<file path="src/rtl/core/bfp_pkg.sv">
`default_nettype none

package bfp_pkg;

  // Frame length bound; bytes at or past it are dropped
  localparam int unsigned MaxFrameBytes = 4096;
  localparam int unsigned PosW = $clog2(MaxFrameBytes + 1);

  // Byte offsets in the frame
  localparam int unsigned PosBssid0   = 16;
  localparam int unsigned PosBssid2   = 18;
  localparam int unsigned PosSeqLo    = 22;
  localparam int unsigned PosSeqHi    = 23;
  localparam int unsigned PosTsFirst  = 24;
  localparam int unsigned PosFixFirst = 32;
  localparam int unsigned PosWalk     = 36;

  // Element walk phases
  localparam logic [1:0] PhTag  = 2'd0;
  localparam logic [1:0] PhLen  = 2'd1;
  localparam logic [1:0] PhData = 2'd2;
  localparam logic [1:0] PhStop = 2'd3;

  // Security kinds
  localparam logic [1:0] SecOpen = 2'd0;
  localparam logic [1:0] SecWpa  = 2'd1;
  localparam logic [1:0] SecWpa2 = 2'd2;
  localparam logic [1:0] SecWpa3 = 2'd3;

  localparam logic [7:0]  TagRsn    = 8'd48;
  localparam logic [7:0]  TagVendor = 8'd221;
  localparam logic [23:0] WpaOui    = 24'h0050F2;
  localparam logic [7:0]  WpaType   = 8'h01;
  localparam logic [23:0] SaePrefix = 24'h000FAC;
  localparam logic [7:0]  SaeLast   = 8'h08;
  localparam logic [7:0]  RsnMinLen = 8'd2;
  localparam logic [7:0]  SaeMinLen = 8'd14;
  localparam logic [7:0]  VndMinLen = 8'd4;

  localparam int unsigned NumGroups = 6;
  localparam int unsigned OuisPerGroup = 3;

  localparam logic [23:0] VendorGroups [NumGroups][OuisPerGroup] = '{
    '{24'h001018, 24'h7C5049, 24'h001CB3},
    '{24'hB0C090, 24'hF46D04, 24'hB0C090},
    '{24'hDC9FDB, 24'h0023DF, 24'hDC9FDB},
    '{24'h001DD8, 24'h001E52, 24'h001DD8},
    '{24'h0050F2, 24'h0050F2, 24'h0050F2},
    '{24'h8C8590, 24'h001FF3, 24'h8C8590}
  };

  // 0 unknown, else group number from 1; earliest group wins
  function automatic logic [2:0] classify_oui(input logic [23:0] oui);
    logic [2:0] cls;
    cls = '0;
    for (int g = NumGroups - 1; g >= 0; g--) begin
      for (int k = 0; k < OuisPerGroup; k++) begin
        if (VendorGroups[g][k] == oui) begin
          cls = 3'(g + 1);
        end
      end
    end
    return cls;
  endfunction

endpackage

`default_nettype wire

</file>
<file path="src/rtl/core/bfp_intf.sv">
`default_nettype none

interface bfp_in_if;
  logic       valid;
  logic       ready;
  logic [7:0] frame_byte;
  logic       end_of_frame;

  modport source (output valid, output frame_byte, output end_of_frame, input ready);
  modport sink   (input valid, input frame_byte, input end_of_frame, output ready);
endinterface

interface bfp_out_if;
  logic        valid;
  logic        ready;
  logic [63:0] timestamp_value;
  logic [15:0] interval_tu;
  logic [15:0] capability_word;
  logic [11:0] sequence_number;
  logic [3:0]  fragment_number;
  logic [23:0] bssid_oui;
  logic [2:0]  oui_vendor_class;
  logic [1:0]  security_kind;
  logic        vendor_element_seen;
  logic [23:0] vendor_element_oui;
  logic [7:0]  vendor_element_type;
  logic        frame_too_short;

  modport source (
    output valid, input ready,
    output timestamp_value, output interval_tu, output capability_word,
    output sequence_number, output fragment_number, output bssid_oui,
    output oui_vendor_class, output security_kind, output vendor_element_seen,
    output vendor_element_oui, output vendor_element_type, output frame_too_short
  );
  modport sink (
    input valid, output ready,
    input timestamp_value, input interval_tu, input capability_word,
    input sequence_number, input fragment_number, input bssid_oui,
    input oui_vendor_class, input security_kind, input vendor_element_seen,
    input vendor_element_oui, input vendor_element_type, input frame_too_short
  );
endinterface

`default_nettype wire

</file>
<file path="src/rtl/core/beacon_frame_ie_parser.sv">
`default_nettype none

// Beacon frame parser. Takes a beacon one byte per transaction from the first
// MAC header byte; end_of_frame marks the last byte, and exactly one summary
// transaction comes out per frame. Sustained rate is one byte per cycle: a
// byte sits in an input register, then one pass of compare/capture logic
// updates the frame state and, on the last byte, loads the output register.
// The only stall is a frame's last byte meeting a summary that has not yet
// been taken downstream. Captures: BSSID OUI and vendor class,
// sequence/fragment numbers, timestamp, interval, capability word. From byte
// 36 on the tag-length elements are walked: a zero length stops the walk, an
// element cut short by frame end (or by the 4096-byte bound) has no effect,
// the first complete RSN element of 2 or more bytes gives WPA2, or WPA3 with
// SAE suite 00-0F-AC-08 wholly inside and 14 or more bytes, and the first
// vendor element with the WPA OUI and type 1 gives WPA when no RSN came first.
// All frame state clears after each summary; no clearing pass is needed.
module beacon_frame_ie_parser
  import bfp_pkg::*;
(
  input  wire logic  clk_i,
  input  wire logic  rst_ni,
  bfp_in_if.sink     byte_i,
  bfp_out_if.source  result_o
);

  // Input register
  logic       s1_valid_q;
  logic [7:0] s1_byte_q;
  logic       s1_eof_q;
  logic       step;

  // Frame state
  logic [PosW-1:0] pos_q, pos_d;
  logic [1:0]  phase_q, phase_d;
  logic [7:0]  tag_q, tag_d;
  logic [7:0]  len_q, len_d;
  logic [7:0]  bie_q, bie_d;
  logic [23:0] win_q, win_d;
  logic        sae_q, sae_d;
  logic [1:0]  seen_q, seen_d;       // bit 0 RSN taken, bit 1 vendor taken
  logic [1:0]  sec_q, sec_d;
  logic [15:0] seq_q, seq_d;
  logic [23:0] oui_q, oui_d;
  logic [63:0] ts_q, ts_d;
  logic [15:0] ival_q, ival_d;
  logic [15:0] cap_q, cap_d;
  logic [31:0] vcap_q, vcap_d;       // OUI in 31..8, type in 7..0
  logic        vseen_q, vseen_d;

  // Output register
  logic        res_valid_q;
  logic [63:0] res_ts_q;
  logic [15:0] res_ival_q;
  logic [15:0] res_cap_q;
  logic [15:0] res_seq_q;
  logic [23:0] res_oui_q;
  logic [2:0]  res_cls_q;
  logic [1:0]  res_sec_q;
  logic        res_vseen_q;
  logic [31:0] res_vcap_q;
  logic        res_short_q;

  // A last byte waits only while the output register is occupied and not being taken
  assign step = s1_valid_q && !(s1_eof_q && res_valid_q && !result_o.ready);
  assign byte_i.ready = !s1_valid_q || step;

  always_ff @(posedge clk_i or negedge rst_ni) begin
    if (!rst_ni) begin
      s1_valid_q <= 1'b0;
    end else if (byte_i.valid && byte_i.ready) begin
      s1_valid_q <= 1'b1;
    end else if (step) begin
      s1_valid_q <= 1'b0;
    end
  end

  always_ff @(posedge clk_i) begin
    if (byte_i.valid && byte_i.ready) begin
      s1_byte_q <= byte_i.frame_byte;
      s1_eof_q  <= byte_i.end_of_frame;
    end
  end

  // One byte's worth of state update
  always_comb begin
    logic [7:0] b;
    logic [7:0] j_nx;
    logic       rsn_open;
    logic       vnd_open;
    b = s1_byte_q;
    pos_d   = pos_q;
    phase_d = phase_q;
    tag_d   = tag_q;
    len_d   = len_q;
    bie_d   = bie_q;
    win_d   = win_q;
    sae_d   = sae_q;
    seen_d  = seen_q;
    sec_d   = sec_q;
    seq_d   = seq_q;
    oui_d   = oui_q;
    ts_d    = ts_q;
    ival_d  = ival_q;
    cap_d   = cap_q;
    vcap_d  = vcap_q;
    vseen_d = vseen_q;
    j_nx     = bie_q + 8'd1;
    rsn_open = (tag_q == TagRsn) && !seen_q[0];
    vnd_open = (tag_q == TagVendor) && !seen_q[1];

    if (step && (pos_q < PosW'(MaxFrameBytes))) begin
      pos_d = pos_q + PosW'(1);
      if (pos_q < PosW'(PosTsFirst)) begin
        if (pos_q >= PosW'(PosBssid0) && pos_q <= PosW'(PosBssid2)) begin
          oui_d[8*(PosBssid2 - 32'(pos_q)) +: 8] = b;
        end else if (pos_q == PosW'(PosSeqLo)) begin
          seq_d[7:0] = b;
        end else if (pos_q == PosW'(PosSeqHi)) begin
          seq_d[15:8] = b;
        end
      end else if (pos_q < PosW'(PosFixFirst)) begin
        ts_d[8*pos_q[2:0] +: 8] = b;       // offset 24 is a multiple of 8
      end else if (pos_q < PosW'(PosWalk)) begin
        case (pos_q[1:0])
          2'd0:    ival_d[7:0]  = b;
          2'd1:    ival_d[15:8] = b;
          2'd2:    cap_d[7:0]   = b;
          default: cap_d[15:8]  = b;
        endcase
      end else begin
        case (phase_q)
          PhTag: begin
            tag_d   = b;
            phase_d = PhLen;
          end
          PhLen: begin
            if (b == 8'd0) begin
              phase_d = PhStop;
            end else begin
              len_d   = b;
              bie_d   = 8'd0;
              win_d   = 24'd0;
              sae_d   = 1'b0;
              phase_d = PhData;
            end
          end
          PhData: begin
            if (rsn_open) begin
              if (bie_q >= 8'd3 && win_q == SaePrefix && b == SaeLast) begin
                sae_d = 1'b1;
              end
              win_d = {win_q[15:0], b};
            end else if (vnd_open && bie_q < 8'd4) begin
              vcap_d[8*(2'd3 - bie_q[1:0]) +: 8] = b;
            end
            bie_d = j_nx;
            if (j_nx == len_q) begin
              phase_d = PhTag;
              if (rsn_open) begin
                seen_d[0] = 1'b1;
                if (len_q >= RsnMinLen) begin
                  sec_d = (len_q >= SaeMinLen && sae_d) ? SecWpa3 : SecWpa2;
                end
              end else if (vnd_open) begin
                seen_d[1] = 1'b1;
                if (len_q >= VndMinLen) begin
                  vseen_d = 1'b1;
                  if (vcap_d[31:8] == WpaOui && vcap_d[7:0] == WpaType && !seen_q[0]) begin
                    sec_d = SecWpa;
                  end
                end
              end
            end
          end
          default: ;
        endcase
      end
    end
  end

  // Frame state clears after the summary is loaded
  always_ff @(posedge clk_i or negedge rst_ni) begin
    if (!rst_ni) begin
      pos_q   <= '0;
      phase_q <= PhTag;
      tag_q   <= '0;
      len_q   <= '0;
      bie_q   <= '0;
      win_q   <= '0;
      sae_q   <= 1'b0;
      seen_q  <= '0;
      sec_q   <= SecOpen;
      seq_q   <= '0;
      oui_q   <= '0;
      ts_q    <= '0;
      ival_q  <= '0;
      cap_q   <= '0;
      vcap_q  <= '0;
      vseen_q <= 1'b0;
    end else if (step && s1_eof_q) begin
      pos_q   <= '0;
      phase_q <= PhTag;
      tag_q   <= '0;
      len_q   <= '0;
      bie_q   <= '0;
      win_q   <= '0;
      sae_q   <= 1'b0;
      seen_q  <= '0;
      sec_q   <= SecOpen;
      seq_q   <= '0;
      oui_q   <= '0;
      ts_q    <= '0;
      ival_q  <= '0;
      cap_q   <= '0;
      vcap_q  <= '0;
      vseen_q <= 1'b0;
    end else begin
      pos_q   <= pos_d;
      phase_q <= phase_d;
      tag_q   <= tag_d;
      len_q   <= len_d;
      bie_q   <= bie_d;
      win_q   <= win_d;
      sae_q   <= sae_d;
      seen_q  <= seen_d;
      sec_q   <= sec_d;
      seq_q   <= seq_d;
      oui_q   <= oui_d;
      ts_q    <= ts_d;
      ival_q  <= ival_d;
      cap_q   <= cap_d;
      vcap_q  <= vcap_d;
      vseen_q <= vseen_d;
    end
  end

  always_ff @(posedge clk_i or negedge rst_ni) begin
    if (!rst_ni) begin
      res_valid_q <= 1'b0;
    end else if (step && s1_eof_q) begin
      res_valid_q <= 1'b1;
    end else if (result_o.ready) begin
      res_valid_q <= 1'b0;
    end
  end

  always_ff @(posedge clk_i) begin
    if (step && s1_eof_q) begin
      res_ts_q    <= ts_d;
      res_ival_q  <= ival_d;
      res_cap_q   <= cap_d;
      res_seq_q   <= seq_d;
      res_oui_q   <= oui_d;
      res_cls_q   <= classify_oui(oui_d);
      res_sec_q   <= sec_d;
      res_vseen_q <= vseen_d;
      res_vcap_q  <= vseen_d ? vcap_d : 32'd0;
      res_short_q <= (pos_d < PosW'(PosWalk));
    end
  end

  assign result_o.valid               = res_valid_q;
  assign result_o.timestamp_value     = res_ts_q;
  assign result_o.interval_tu         = res_ival_q;
  assign result_o.capability_word     = res_cap_q;
  assign result_o.sequence_number     = res_seq_q[15:4];
  assign result_o.fragment_number     = res_seq_q[3:0];
  assign result_o.bssid_oui           = res_oui_q;
  assign result_o.oui_vendor_class    = res_cls_q;
  assign result_o.security_kind       = res_sec_q;
  assign result_o.vendor_element_seen = res_vseen_q;
  assign result_o.vendor_element_oui  = res_vcap_q[31:8];
  assign result_o.vendor_element_type = res_vcap_q[7:0];

  assign result_o.frame_too_short     = res_short_q;

  // A stopped walk stays stopped until the frame ends
  a_stop_holds: assert property (@(posedge clk_i) disable iff (!rst_ni)
    (phase_q == PhStop && !(step && s1_eof_q)) |=> (phase_q == PhStop))
    else $error("element walk left the stopped phase mid-frame");

  // Each summary restarts the byte count
  a_frame_restart: assert property (@(posedge clk_i) disable iff (!rst_ni)
    (step && s1_eof_q) |=> (pos_q == '0 && res_valid_q))
    else $error("frame state not cleared after summary");

  // Any security kind other than open needs a taken RSN or vendor element
  a_sec_source: assert property (@(posedge clk_i) disable iff (!rst_ni)
    (sec_q != SecOpen) |-> (seen_q != 2'b00))
    else $error("security kind set without a taken element");

endmodule

`default_nettype wire

</file>
<file path="src/flat_wrapper.sv">
// flat-port wrapper written by rule: the top's interface ports become plain ports
module beacon_frame_ie_parser_flat import bfp_pkg::*;
  (clk_i, rst_ni, byte_i_valid, byte_i_frame_byte, byte_i_end_of_frame, byte_i_ready, result_o_valid, result_o_ready, result_o_timestamp_value, result_o_interval_tu, result_o_capability_word, result_o_sequence_number, result_o_fragment_number, result_o_bssid_oui, result_o_oui_vendor_class, result_o_security_kind, result_o_vendor_element_seen, result_o_vendor_element_oui, result_o_vendor_element_type, result_o_frame_too_short);
  bfp_in_if byte_i_i ();
  bfp_out_if result_o_i ();
  input  wire logic clk_i;
  input  wire logic rst_ni;
  input wire logic [$bits(byte_i_i.valid)-1:0] byte_i_valid;
  input wire logic [$bits(byte_i_i.frame_byte)-1:0] byte_i_frame_byte;
  input wire logic [$bits(byte_i_i.end_of_frame)-1:0] byte_i_end_of_frame;
  output wire logic [$bits(byte_i_i.ready)-1:0] byte_i_ready;
  output wire logic [$bits(result_o_i.valid)-1:0] result_o_valid;
  input wire logic [$bits(result_o_i.ready)-1:0] result_o_ready;
  output wire logic [$bits(result_o_i.timestamp_value)-1:0] result_o_timestamp_value;
  output wire logic [$bits(result_o_i.interval_tu)-1:0] result_o_interval_tu;
  output wire logic [$bits(result_o_i.capability_word)-1:0] result_o_capability_word;
  output wire logic [$bits(result_o_i.sequence_number)-1:0] result_o_sequence_number;
  output wire logic [$bits(result_o_i.fragment_number)-1:0] result_o_fragment_number;
  output wire logic [$bits(result_o_i.bssid_oui)-1:0] result_o_bssid_oui;
  output wire logic [$bits(result_o_i.oui_vendor_class)-1:0] result_o_oui_vendor_class;
  output wire logic [$bits(result_o_i.security_kind)-1:0] result_o_security_kind;
  output wire logic [$bits(result_o_i.vendor_element_seen)-1:0] result_o_vendor_element_seen;
  output wire logic [$bits(result_o_i.vendor_element_oui)-1:0] result_o_vendor_element_oui;
  output wire logic [$bits(result_o_i.vendor_element_type)-1:0] result_o_vendor_element_type;
  output wire logic [$bits(result_o_i.frame_too_short)-1:0] result_o_frame_too_short;
  assign byte_i_i.valid = byte_i_valid;
  assign byte_i_i.frame_byte = byte_i_frame_byte;
  assign byte_i_i.end_of_frame = byte_i_end_of_frame;
  assign byte_i_ready = byte_i_i.ready;
  assign result_o_valid = result_o_i.valid;
  assign result_o_i.ready = result_o_ready;
  assign result_o_timestamp_value = result_o_i.timestamp_value;
  assign result_o_interval_tu = result_o_i.interval_tu;
  assign result_o_capability_word = result_o_i.capability_word;
  assign result_o_sequence_number = result_o_i.sequence_number;
  assign result_o_fragment_number = result_o_i.fragment_number;
  assign result_o_bssid_oui = result_o_i.bssid_oui;
  assign result_o_oui_vendor_class = result_o_i.oui_vendor_class;
  assign result_o_security_kind = result_o_i.security_kind;
  assign result_o_vendor_element_seen = result_o_i.vendor_element_seen;
  assign result_o_vendor_element_oui = result_o_i.vendor_element_oui;
  assign result_o_vendor_element_type = result_o_i.vendor_element_type;
  assign result_o_frame_too_short = result_o_i.frame_too_short;
  beacon_frame_ie_parser u_core (.clk_i(clk_i), .rst_ni(rst_ni), .byte_i(byte_i_i), .result_o(result_o_i));
endmodule
</file>
<file path="config.mk">
export PLATFORM = sky130hd
export DESIGN_NAME = beacon_frame_ie_parser_flat
export DESIGN_NICKNAME = d
export VERILOG_FILES = /design/src/rtl/core/bfp_pkg.sv /design/src/rtl/core/bfp_intf.sv /design/src/rtl/core/beacon_frame_ie_parser.sv /design/src/flat_wrapper.sv
export SDC_FILE = /design/constraint.sdc
export NUM_CORES = 1
export LEC_CHECK = 0
export BUFFER_PORTS_ARGS = -buffer_cell sky130_fd_sc_hd__buf_4
export CORE_MARGIN = 8
export CORE_UTILIZATION = 35
export CTS_CLUSTER_DIAMETER = 60
export DETAILED_ROUTE_END_ITERATION = 6
export HOLD_SLACK_MARGIN = 0.02
export PLACE_DENSITY = 0.6
export SYNTH_ARGS = -nofsm -noshare
export SYNTH_HDL_FRONTEND = slang
export SYNTH_SLANG_ARGS = --single-unit
</file>
<file path="constraint.sdc">
create_clock -name clk_i -period 9.2 [get_ports clk_i]
set_input_delay 1.84 -clock clk_i [delete_from_list [all_inputs] [get_ports clk_i]]
set_output_delay 1.84 -clock clk_i [all_outputs]
set_load 0.1 [all_outputs]
</file>
==> run summary <==
The pin slew with the least headroom to its limit is ~1.0 ns. The post-route worst setup slack is roughly 3.7 ns. Between clock sinks in the finished design, the worst skew comes to around 0.032 ns.

By instance count, the cell type seen most on the critical path is sky130_fd_sc_hd__nor2_1. The count of flip-flops with a built-in enable after synthesis came out at roughly 180. Summing the sequential cell areas from Yosys gives about three fifths of the chip area. The tightest min-delay check is of the register to register type. The number of nets in the synthesized netlist came out at ~1800.

The total number of vias came out at roughly 14000. The total DRC errors in the routed layout came out at 0. The count of standard-cell rows is 85. After synthesis, the cell types taking the most area are sky130_fd_sc_hd__dfrtp_1, sky130_fd_sc_hd__edfxtp_1, sky130_fd_sc_hd__nand2_1, sky130_fd_sc_hd__and2_1, sky130_fd_sc_hd__mux2_2. Counting instances in the post-synthesis netlist gives the leading cell types as sky130_fd_sc_hd__nand2_1, sky130_fd_sc_hd__dfrtp_1, sky130_fd_sc_hd__edfxtp_1, sky130_fd_sc_hd__nor2_1, sky130_fd_sc_hd__and2_1. The number of port buffers came out at ~190.

Counting the buffers created by CTS gives 50. The cell with the largest stage delay on the worst path is sky130_fd_sc_hd__nand4_2. The distinct cell type count of the synthesized netlist is a little under 80. The area share of the largest cell type after synthesis came out at between 30% and 40%.

The number of diodes added for antenna fixing came out at 0. Setup repair after global routing left no endpoint under its margin. The total power density per cell area came out at 209.7 nW/um^2.

The starting DRC count in detailed routing is roughly 1400. The relative contribution of the clock network to total power came out at roughly 41%. The critical path goes through buf_4 -> ha_1 -> o31ai_2 -> nor2_1 -> mux2i_1 -> nor4b_1 -> nor2_1 -> nor3b_1 -> ha_1 -> nand4bb_1 -> nor4_1 -> o311a_1 -> nand4_2 -> mux2_2 -> nor2_1 -> or4bb_1 -> o41a_1 -> o211ai_1. The number of max-slew violations in the final report came out at 0. The clock sink count is roughly 420. For this run, the leading register cell type out of synthesis is sky130_fd_sc_hd__dfrtp_1. The worst setup path is captured at a register.

sky130_fd_sc_hd__dfrtp_1 takes more of the synthesized area than any other cell. Summed over all nets, the switching power comes to roughly 1.4 mW. After clock tree synthesis, the clock-pin slew on the worst setup and hold paths is about 0.060 ns. The first global-routing pass estimated slightly above 80000 um of wire. The remaining global-route overflow is 0. The per-cell routed wire length came out at about 20 um. The post-CTS resize count came out at 0. The last weighted congestion value of the routability-driven placer came out at slightly above 0.9. Per report_power, the combinational group accounts for 14.4% of the total.

The share of the cycle needed by the critical path after routing is a little under 60%. The run finished with clean final reports. The die is about 250 um tall. The average size of a mapped cell came out at approximately 11 sq um.

Once detail routing completed, the nets flagged for antenna violations numbered 0. The floorplan step defined a die boundary enclosing around 60000 sq um. The number of vias per cell is 5.187. The number of endpoints failing setup at the final stage came out at 0.

The initial cell density of the core came out at 35.22%. The minimum hold slack is between 0.4 and 0.5 ns. The CTS tree is yes. Detailed placement finished with a half-perimeter wire length of between 30000 and 40000 um. In this run the number of cells on the critical path is 18. The kind of launch point of the worst setup path is a register.

The number of global-route vias before repair was 13620. For this run, the number of standard cells in the final layout without fillers is 2625. The area of the mapped netlist came out at 18880 sq um.

The worst hold path passes through 2 cells. The sequential share of power is between 40 and 50%. In this run the tightest slew margin relative to its limit is a little under a third. In the synthesized netlist, the number of instances is around 1700. The horizontal die dimension came out at around 250 um. The largest fanout on the critical path is 33. The post-route netlist has 18.97% of its cells at a drive strength greater than 1.

The area growth from synthesis to layout is 19.20%. The worst-case vdd ir drop came out at about 150 uV. The clock latency on the worst-skew pair came out at 0.58 ns. The setup path with the least slack is of type register to register. The combined global-route utilization of all metal layers came out at roughly 17%. The multi-input gate area in the final layout came out at a little under 7000 sq um. The depth of the worst register-to-register path is 18.

The maximum level of the CTS H-tree came out at 2. The post-cts hold buffer count is 0. The post-synthesis register bit count came out at ~420. The count of maximum capacitance violations is 0. The category of cells accounting for the largest share of critical-path delay is simple AND/OR/NAND/NOR gates. The area of the placeable core came out at 53600 sq um. Among all cell types in the netlist, the one instantiated most often is sky130_fd_sc_hd__nand2_1. The final hold violation count came out at 0. In this run switching power makes up between 20 and 30% of total power. The reg-to-reg setup timing slack came out at around 3.7 ns. Counting I/O delays and the setup requirement, the final critical path takes 5.468 ns.

The critical path required time came out at around 9.6 ns. The overall power of the completed layout is approximately 4.7 mW. between 150 and 200 I/O pins were placed. Summed over all cells, the static leakage comes to between 9 and 10 nW.

Yosys printed 0 warnings. Setup total negative slack on the finished layout was measured at 0 ns. Registers take around 12000 sq um. The post-synthesis async set-or-reset flop share is between 50% and 60%. In this design, the stage delay of the slowest critical-path cell is between 0.6 and 0.7 ns. For this block, the routed nets add up to about 52000 um of wire. The number of antenna violations at the first check in global routing is 0. The post-CTS repair timing setup buffer count came out at 0. The design internal power is roughly 3.3 mW.

The data arrival time of the critical path came out at 5.85 ns. The final net count is 1917. The count of filler cells inserted in the layout came out at 5073.

Before antenna repair, the detailed router went through 5 iterations. The placed instance count is between 2000 and 3000. Entering global routing, the biggest net connects approximately 110 pins. The fmax is roughly 0.18 GHz. The number of buffers and inverters on the critical path is 1. The setup slack after placement is just under 4 ns. The buffer cell driving the clock tree root is sky130_fd_sc_hd__clkbuf_16. The clock tree buffer depth came out at 3.
==> tightest hold or removal path: stages (launching register included) <==
cell                      delay, ns
sky130_fd_sc_hd__dfrtp_1       0.34
sky130_fd_sc_hd__nand2_1       0.05
sky130_fd_sc_hd__nand2_1       0.05
==> worst paths after layout <==
check | start | end
min in group asynchronous | rst_ni | u_core.oui_q[23]$_DFF_PN0_
max in group asynchronous | rst_ni | u_core.ts_q[0]$_DFF_PN0_
max reg2reg | u_core.pos_q[0]$_DFFE_PN0N_ | u_core.result_o.oui_vendor_class[1]$_SDFFCE_PP0P_
min reg2reg | u_core.win_q[17]$_DFFE_PN0P_ | u_core.win_q[17]$_DFFE_PN0P_
min | u_core.win_q[17]$_DFFE_PN0P_ | u_core.win_q[17]$_DFFE_PN0P_
max | u_core.pos_q[0]$_DFFE_PN0N_ | u_core.result_o.oui_vendor_class[1]$_SDFFCE_PP0P_
==> power by group through the flow <==
| stage | Clock [mW] | Sequential, mW | Combinational (mW) |
|---|---|---|---|
| global route | 2.08 | 2.10 | 0.724 |
| global placement | 0 | 2.13 | 0.675 |
| CTS | 2.00 | 2.09 | 0.682 |
| floorplan | 0 | 2.36 | 0.266 |
| finish | 1.95 | 2.09 | 0.679 |
| detailed placement | 0 | 2.13 | 0.681 |
==> kinds of logic after synthesis <==
family / after synthesis / share of synthesized area, %
adders and majority gates: 16 / 1.061
xor gates and xnor gates: 31 / 1.611
buffers and inverters: 137 / 3.122
muxes: 67 / 3.990
DFF: 423 / 60.95
and+or+nand+nor: 832 / 21.85
AOI/OAI and AO/OA: 232 / 7.417
==> state kept, by name, indices dropped and copies added, names as in the netlist, 2 cells and up <==
signal,count
u_core.result_o.timestamp_value,64
u_core.ts_q,64
u_core.res_vcap_q,32
u_core.vcap_q,32
u_core.oui_q,24
u_core.result_o.bssid_oui,24
u_core.win_q,24
u_core.cap_q,16
u_core.ival_q,16
u_core.res_seq_q,16
u_core.result_o.capability_word,16
u_core.result_o.interval_tu,16
u_core.seq_q,16
u_core.pos_q,13
u_core.bie_q,8
u_core.len_q,8
u_core.s1_byte_q,8
u_core.tag_q,8
u_core.result_o.oui_vendor_class,3
u_core.phase_q,2
u_core.result_o.security_kind,2
u_core.sec_q,2
u_core.seen_q,2
==> layout by cell type, fill, tap and decap left out, types with 28 or more instances in the layout <==
master	synthesis	final
sky130_fd_sc_hd__nor3_1	39	38
sky130_fd_sc_hd__edfxtp_1	184	184
sky130_fd_sc_hd__dfrtp_1	239	239
sky130_fd_sc_hd__nor2_1	161	160
sky130_fd_sc_hd__mux2_2	56	56
sky130_fd_sc_hd__clkbuf_16	0	51
sky130_fd_sc_hd__nand2_1	298	298
sky130_fd_sc_hd__nand3_1	67	66
sky130_fd_sc_hd__o21ai_0	92	92
sky130_fd_sc_hd__a21oi_1	73	73
sky130_fd_sc_hd__nor4_1	28	28
sky130_fd_sc_hd__buf_4	4	206
sky130_fd_sc_hd__and2_1	123	123
==> per-stage QoR <==
| step | area, sq um | util [%] |
|---|---|---|
| finish | 22500 | 41.98 |
| global route | 22500 | 41.98 |
| CTS | 22500 | 41.98 |
| detailed placement | 20860 | 38.91 |
| global placement | 20860 | 38.91 |
| floorplan | 18880 | - |
==> per-layer routing <==
layer / routed length [um] / part of all wire (%) / vias up / track usage, %
met5: 0 / 0 / - / 0
met4: 1098 / 2.1 / 0 / 4.536
met3: 3892 / 7.4 / 84 / 3.902
li1: - / - / 6360 / -
met1: 23520 / 45 / 6655 / 23.36
met2: 23990 / 46 / 518 / 26.22
==> cell type report <==
| type | instances | area share (%) |
|---|---|---|
| flip-flops and latches | 423 | 51.14 |
| multi-input cells | 1178 | 30.25 |
| repair buffers | 207 | 6.940 |
| clock buffers | 73 | 6.484 |
| well taps | 696 | 3.870 |
| clock inverters | 20 | 0.8174 |
| inverters | 28 | 0.5005 |
No activity file was read; power rests on OpenSTA's default activity.
